### config.mk
export PLATFORM = sky130hd
export DESIGN_NAME = lir_div
export DESIGN_NICKNAME = d
export VERILOG_FILES = /design/src/rtl/core/linear_interp_resampler_unit_macros.svh /design/src/rtl/core/lir_pkg.sv /design/src/rtl/core/lir_div.sv
export SDC_FILE = /design/constraint.sdc
export NUM_CORES = 1
export LEC_CHECK = 0
export BUFFER_PORTS_ARGS = -buffer_cell sky130_fd_sc_hd__buf_4
export CAP_MARGIN = 20
export CORE_UTILIZATION = 50
export DETAILED_ROUTE_END_ITERATION = 8
export PLACE_DENSITY_LB_ADDON = 0.08
export SLEW_MARGIN = 20
export SYNTH_ARGS = -nofsm -noshare
export SYNTH_HDL_FRONTEND = slang
export SYNTH_SLANG_ARGS = --single-unit
### constraint.sdc
create_clock -name clk_i -period 5.8 [get_ports clk_i]
set_clock_uncertainty 0.1 [all_clocks]
set_input_delay 0 -clock clk_i [delete_from_list [all_inputs] [get_ports clk_i]]
set_output_delay 0 -clock clk_i [all_outputs]
set_load 0.01 [all_outputs]
### src/rtl/core/linear_interp_resampler_unit_macros.svh
// Assertion macros for the resampler core.
// LIR_ASSERT_CLK names the clock and reset; LIR_ASSERT uses clk_i and rst_ni.
`ifndef LINEAR_INTERP_RESAMPLER_UNIT_MACROS_SVH
`define LINEAR_INTERP_RESAMPLER_UNIT_MACROS_SVH
`ifndef SYNTHESIS
`define LIR_ASSERT_CLK(label, clk, rst_n, prop) \
  label: assert property (@(posedge clk) disable iff (!rst_n) (prop)) \
    else $error("resampler assertion failed");
`define LIR_ASSERT(label, prop) `LIR_ASSERT_CLK(label, clk_i, rst_ni, prop)
`else
`define LIR_ASSERT_CLK(label, clk, rst_n, prop)
`define LIR_ASSERT(label, prop)
`endif
`endif

### src/rtl/core/lir_pkg.sv
package lir_pkg;

  localparam int SAMPLE_BITS = 24;
  localparam int RATE_W      = 20;
  localparam int CMD_W       = 2;
  localparam int CFG_IDX_W   = 2;
  localparam int FRAC_BITS   = 16;
  localparam int COUNT_W     = 32;
  localparam int DIVIDEND_W  = COUNT_W + RATE_W;
  localparam int DIVISOR_W   = RATE_W + 1;
  localparam int DIV_CNT_W   = $clog2(DIVIDEND_W + 1);

  // Commands
  localparam logic [CMD_W-1:0] CMD_LOAD    = 2'd0;
  localparam logic [CMD_W-1:0] CMD_READ    = 2'd1;
  localparam logic [CMD_W-1:0] CMD_RESTART = 2'd2;

  // Register indexes
  localparam logic [CFG_IDX_W-1:0] CFG_IN_RATE  = 2'd0;
  localparam logic [CFG_IDX_W-1:0] CFG_OUT_RATE = 2'd1;
  localparam logic [CFG_IDX_W-1:0] CFG_MONO     = 2'd2;

  localparam logic [RATE_W-1:0] RATE_RESET = 20'd44100;

  typedef struct packed {
    logic [CMD_W-1:0]              command;
    logic signed [SAMPLE_BITS-1:0] left_sample;
    logic signed [SAMPLE_BITS-1:0] right_sample;
  } lir_in_t;

  typedef struct packed {
    logic signed [SAMPLE_BITS-1:0] left_out;
    logic signed [SAMPLE_BITS-1:0] right_out;
    logic                          frame_valid;
    logic                          final_frame;
  } lir_out_t;

  typedef struct packed {
    logic                  start;
    logic [DIVIDEND_W-1:0] dividend;
    logic [DIVISOR_W-1:0]  divisor;
  } lir_div_req_t;

  typedef struct packed {
    logic                  done;
    logic [DIVIDEND_W-1:0] quotient;
    logic [DIVISOR_W-1:0]  remainder;
  } lir_div_rsp_t;

endpackage

### src/rtl/core/lir_div.sv
module lir_div (
  input  logic                  clk_i,
  input  logic                  rst_ni,
  input  lir_pkg::lir_div_req_t req_i,
  output lir_pkg::lir_div_rsp_t rsp_o
);
  import lir_pkg::*;

  logic [DIVIDEND_W-1:0] quo_q, quo_d;
  logic [DIVISOR_W-1:0]  rem_q, rem_d;
  logic [DIVISOR_W-1:0]  divisor_q;
  logic [DIV_CNT_W-1:0]  cnt_q;
  logic                  done_q;
  logic [DIVISOR_W:0]    shifted;
  logic [DIVISOR_W+1:0]  diff;
  logic                  fits;

  // One quotient bit per cycle, restoring form.
  always_comb begin
    shifted = {rem_q, quo_q[DIVIDEND_W-1]};
    diff    = {1'b0, shifted} - {2'b00, divisor_q};
    fits    = !diff[DIVISOR_W+1];
    rem_d   = fits ? diff[DIVISOR_W-1:0] : shifted[DIVISOR_W-1:0];
    quo_d   = {quo_q[DIVIDEND_W-2:0], fits};
  end

  always_ff @(posedge clk_i or negedge rst_ni) begin
    if (!rst_ni) begin
      cnt_q  <= '0;
      done_q <= 1'b0;
    end else begin
      done_q <= 1'b0;
      if (cnt_q != '0) begin
        cnt_q <= cnt_q - 1'b1;
        if (cnt_q == DIV_CNT_W'(1)) begin
          done_q <= 1'b1;
        end
      end else if (req_i.start) begin
        cnt_q <= DIV_CNT_W'(DIVIDEND_W);
      end
    end
  end

  always_ff @(posedge clk_i) begin
    if (cnt_q != '0) begin
      quo_q <= quo_d;
      rem_q <= rem_d;
    end else if (req_i.start) begin
      quo_q     <= req_i.dividend;
      rem_q     <= '0;
      divisor_q <= req_i.divisor;
    end
  end

  assign rsp_o.done      = done_q;
  assign rsp_o.quotient  = quo_q;
  assign rsp_o.remainder = rem_q;

endmodule
==> impl_metrics.py <==
metrics = {
    "routing": {
        "drtPass1Iterations": 4,
        "post_drt_wl_per_cell_um": 15.5,
        "met3WireLength_um": 827,
        "drc_errors": 0,
        "wl_met2_um": 6790,
        "drtIter0Drc": 196,
        "ant_nets": 0,
        "vias": 4502,
        "m1WireLength_um": 5530,
        "routed_via_density": 5.17,
        "wirelength_um": 13500,
        "highest_layer": "met4",
    },
    "floorplanning": {
        "dieArea_mm2": 0.0109,
        "ioPinCount": 150,
        "core-area_mm2": 0.0102,
        "num_rows": 37,
        "start_util": 0.512,
        "die_w_um": 104,
        "fp.dieH_um": 104,
    },
    "timing": {
        "slew_viol_final": 0,
        "slew-limit-headroom": 0.282,
        "rsz0062_at_grt": "false",
        "tns_ns": 0,
        "finalSetupViolCount": 0,
        "finalHoldViolations": 0,
        "fmax_mhz": 261,
        "setup_ws_ns": 1.97,
        "final.period_utilization": 0.661,
        "holdWs_ns": 0.243,
        "final.min_clock_period_ns": 3.83,
        "worstMarginPinSlew_ns": 1.08,
    },
    "flow_run": {
        "drv_cap": 0,
    },
    "setup_path": {
        "start_kind": "flip-flop",
        "endpoint_kind": "flip-flop",
        "cp_slowest_cell": "o211a_1",
        "cp.required_ns": 5.80,
        "crit_fanout": 25,
        "crit_family": "compound AO/OA/AOI/OAI gates",
        "cp_common_cell": "inv_1",
        "cp.arrival_ns": 3.83,
        "path_buf_inv": 2,
        "path_class": "flip-flop to flip-flop",
        "crit_chain": "inv_1 > ha_1 > inv_1 > fa_1 > a21oi_1 > o21ai_2 > a2111oi_2 > or2_4 > o21a_1 > o211a_1 > mux2i_1 > nor2_1",
        "max_stage_delay_ns": 0.89,
    },
    "clock_network": {
        "cts_resized": 0,
        "insertion_delay_ns": 0.36,
        "clockBufferDepth": 2,
        "cts_tree": "done",
        "cts_buffers": 9,
        "cts_max_level": 3,
        "clk_pin_slew_ns": 0.10,
        "cts_sinks": 101,
        "cts-root-buf": "clkbuf_8",
    },
    "yosys": {
        "yosysSeqAreaShare": 0.572,
        "yosysWarnings": 0,
        "syn_area_mm2": 0.00524,
        "synth_top_area_frac": 0.539,
        "postSynthCellCount": 513,
        "syn-num-nets": 613,
        "ys.flop_type": "edfxtp_1",
        "async_flop_share": 0.0693,
        "synth_edf_count": 94,
        "yosysMostFrequentCell": "nand2_1",
        "synth_top_cell_by_area": "edfxtp_1",
        "synthTopCellsByCount": "nand2_1 (169), edfxtp_1 (94), nor2_1 (35)",
        "ys_types": 52,
        "syn_area_per_cell_um2": 10.2,
        "netlist_top_cells_area": "edfxtp_1 (54%), nand2_1 (12%), ha_1 (5.5%)",
        "ys_ff_latch": 101,
    },
    "cells_and_area": {
        "final_core_util": 0.724,
        "nNetsFinal": 830,
        "syn_to_final_growth_pct": 41.3,
        "drive_gt1_frac": 0.237,
        "fillers": 733,
        "final_cells": 871,
        "n_antenna_cell": 0,
    },
    "power_and_ir_drop": {
        "ir_drop_uv": 270,
        "p_leak_nw": 3.47,
        "powerDensity_mw_per_mm2": 504,
    },
    "global_route": {
        "grt_pass1_wl_um": 21600,
        "grtUsageTotal": 0.253,
        "grt_pass1_vias": 4467,
        "grt_antenna_before_repair": 0,
        "grt_max_degree": 61,
        "grt_remaining_overflow": 0,
    },
    "placement": {
        "dp.cells": 779,
        "dp_hpwl_um": 8440,
        "globalplace.congestion": 0.862,
        "post-place-ws_ns": 1.99,
        "port_buffers": 149,
    },
    "worst_hold_path": {
        "hp-class": "primary input to flip-flop",
    },
    "outcome": {
        "outcome": "finished clean",
    },
}
-- path summary, 6_finish.rpt --
kind                            endpoint      start  cells past startpoint  slack (ns)
setup / recovery                rem_q[7]  quo_q[51]                     12        1.97
hold / removal             divisor_q[18]  req_i[18]                      2        0.24
setup reg to reg                rem_q[7]  quo_q[51]                     12        1.97
hold reg to reg                   done_q   cnt_q[5]                      1        0.40
max in group asynchronous       cnt_q[4]     rst_ni                      3        4.86
min in group asynchronous         done_q     rst_ni                      3        0.49
-- layout make-up --
| cell class | instances | area [µm²] | share of cell area |
|---|---|---|---|
| Clock buffer | 13 | 139 | 0.0188 |
| Clock inverter | 3 | 46.3 | 0.00625 |
| Tap cell | 136 | 170 | 0.0230 |
| Timing Repair Buffer | 227 | 1890 | 0.256 |
| Sequential cell | 101 | 3000 | 0.405 |
| Inverter | 29 | 109 | 0.0147 |
| Multi-Input combinational cell | 362 | 2050 | 0.277 |
-- per-layer routing --
| metal | vias to the layer above | track usage |
|---|---|---|
| li1 | 2190 | - |
| met1 | 2133 | 0.304 |
| met2 | 155 | 0.434 |
| met3 | 24 | 0.0620 |
| met4 | 0 | 0.105 |
| met5 | - | 0 |
-- where the power goes --
group	total [mW]	switching, mW	internal (mW)
registers	1.44	0.214	1.22
logic	1.86	0.962	0.893
clock network	0.442	0.241	0.202
total	3.74	1.42	2.32
-- metrics by stage --
step           area (µm²)  power [mW]
2_1_floorplan        5240        2.55
3_3_place_gp         6450        3.18
3_5_place_dp         6450        3.23
4_1_cts              7400        3.72
5_1_grt              7410        3.99
6_report             7410        3.74
-- cell usage in the layout (no fill, tap or decap), types with 2 or more instances in the layout --
master	count
edfxtp_1	94
buf_4	151
clkbuf_1	4
inv_1	28
a31oi_1	5
nor3_1	2
a21o_1	11
ha_1	23
mux2i_1	14
dfrtp_1	7
xor2_1	9
xnor2_1	10
o31ai_1	2
o21ai_0	13
nor2b_1	4
nand2_1	168
a21oi_1	17
or3_1	2
dlygate4sd3_1	76
nor2_1	35
nor4b_1	3
clkbuf_8	9
nor4_1	3
nand3_1	10
or2_2	3
-- state kept, by name, summed over array words and instances (netlist names) --
register   count
quo_q         52
divisor_q     21
rem_q         21
cnt_q          6
done_q         1
-- cell families (layout without fill, tap and decap cells) --
family                     count (synthesis)  in the layout  share of synthesized area
AOI/OAI and AO/OA                         65             65                     0.0819
xor gates and xnor gates                  19             19                     0.0317
adders and majority gates                 24             24                     0.0587
buffers and inverters                     50            272                     0.0389
DFF                                      101            101                      0.572
muxes                                     15             15                     0.0289
and+or+nand+nor                          239            239                      0.188
-- timing repair --
item | 4_1_cts | 5_1_grt
setup buffers | 0 | 0
setup endpoints to repair | 0 | 0
hold buffers | 76 | 0
endpoints found under the hold margin | 85 | 0
Power figures use the tool's default switching activity.
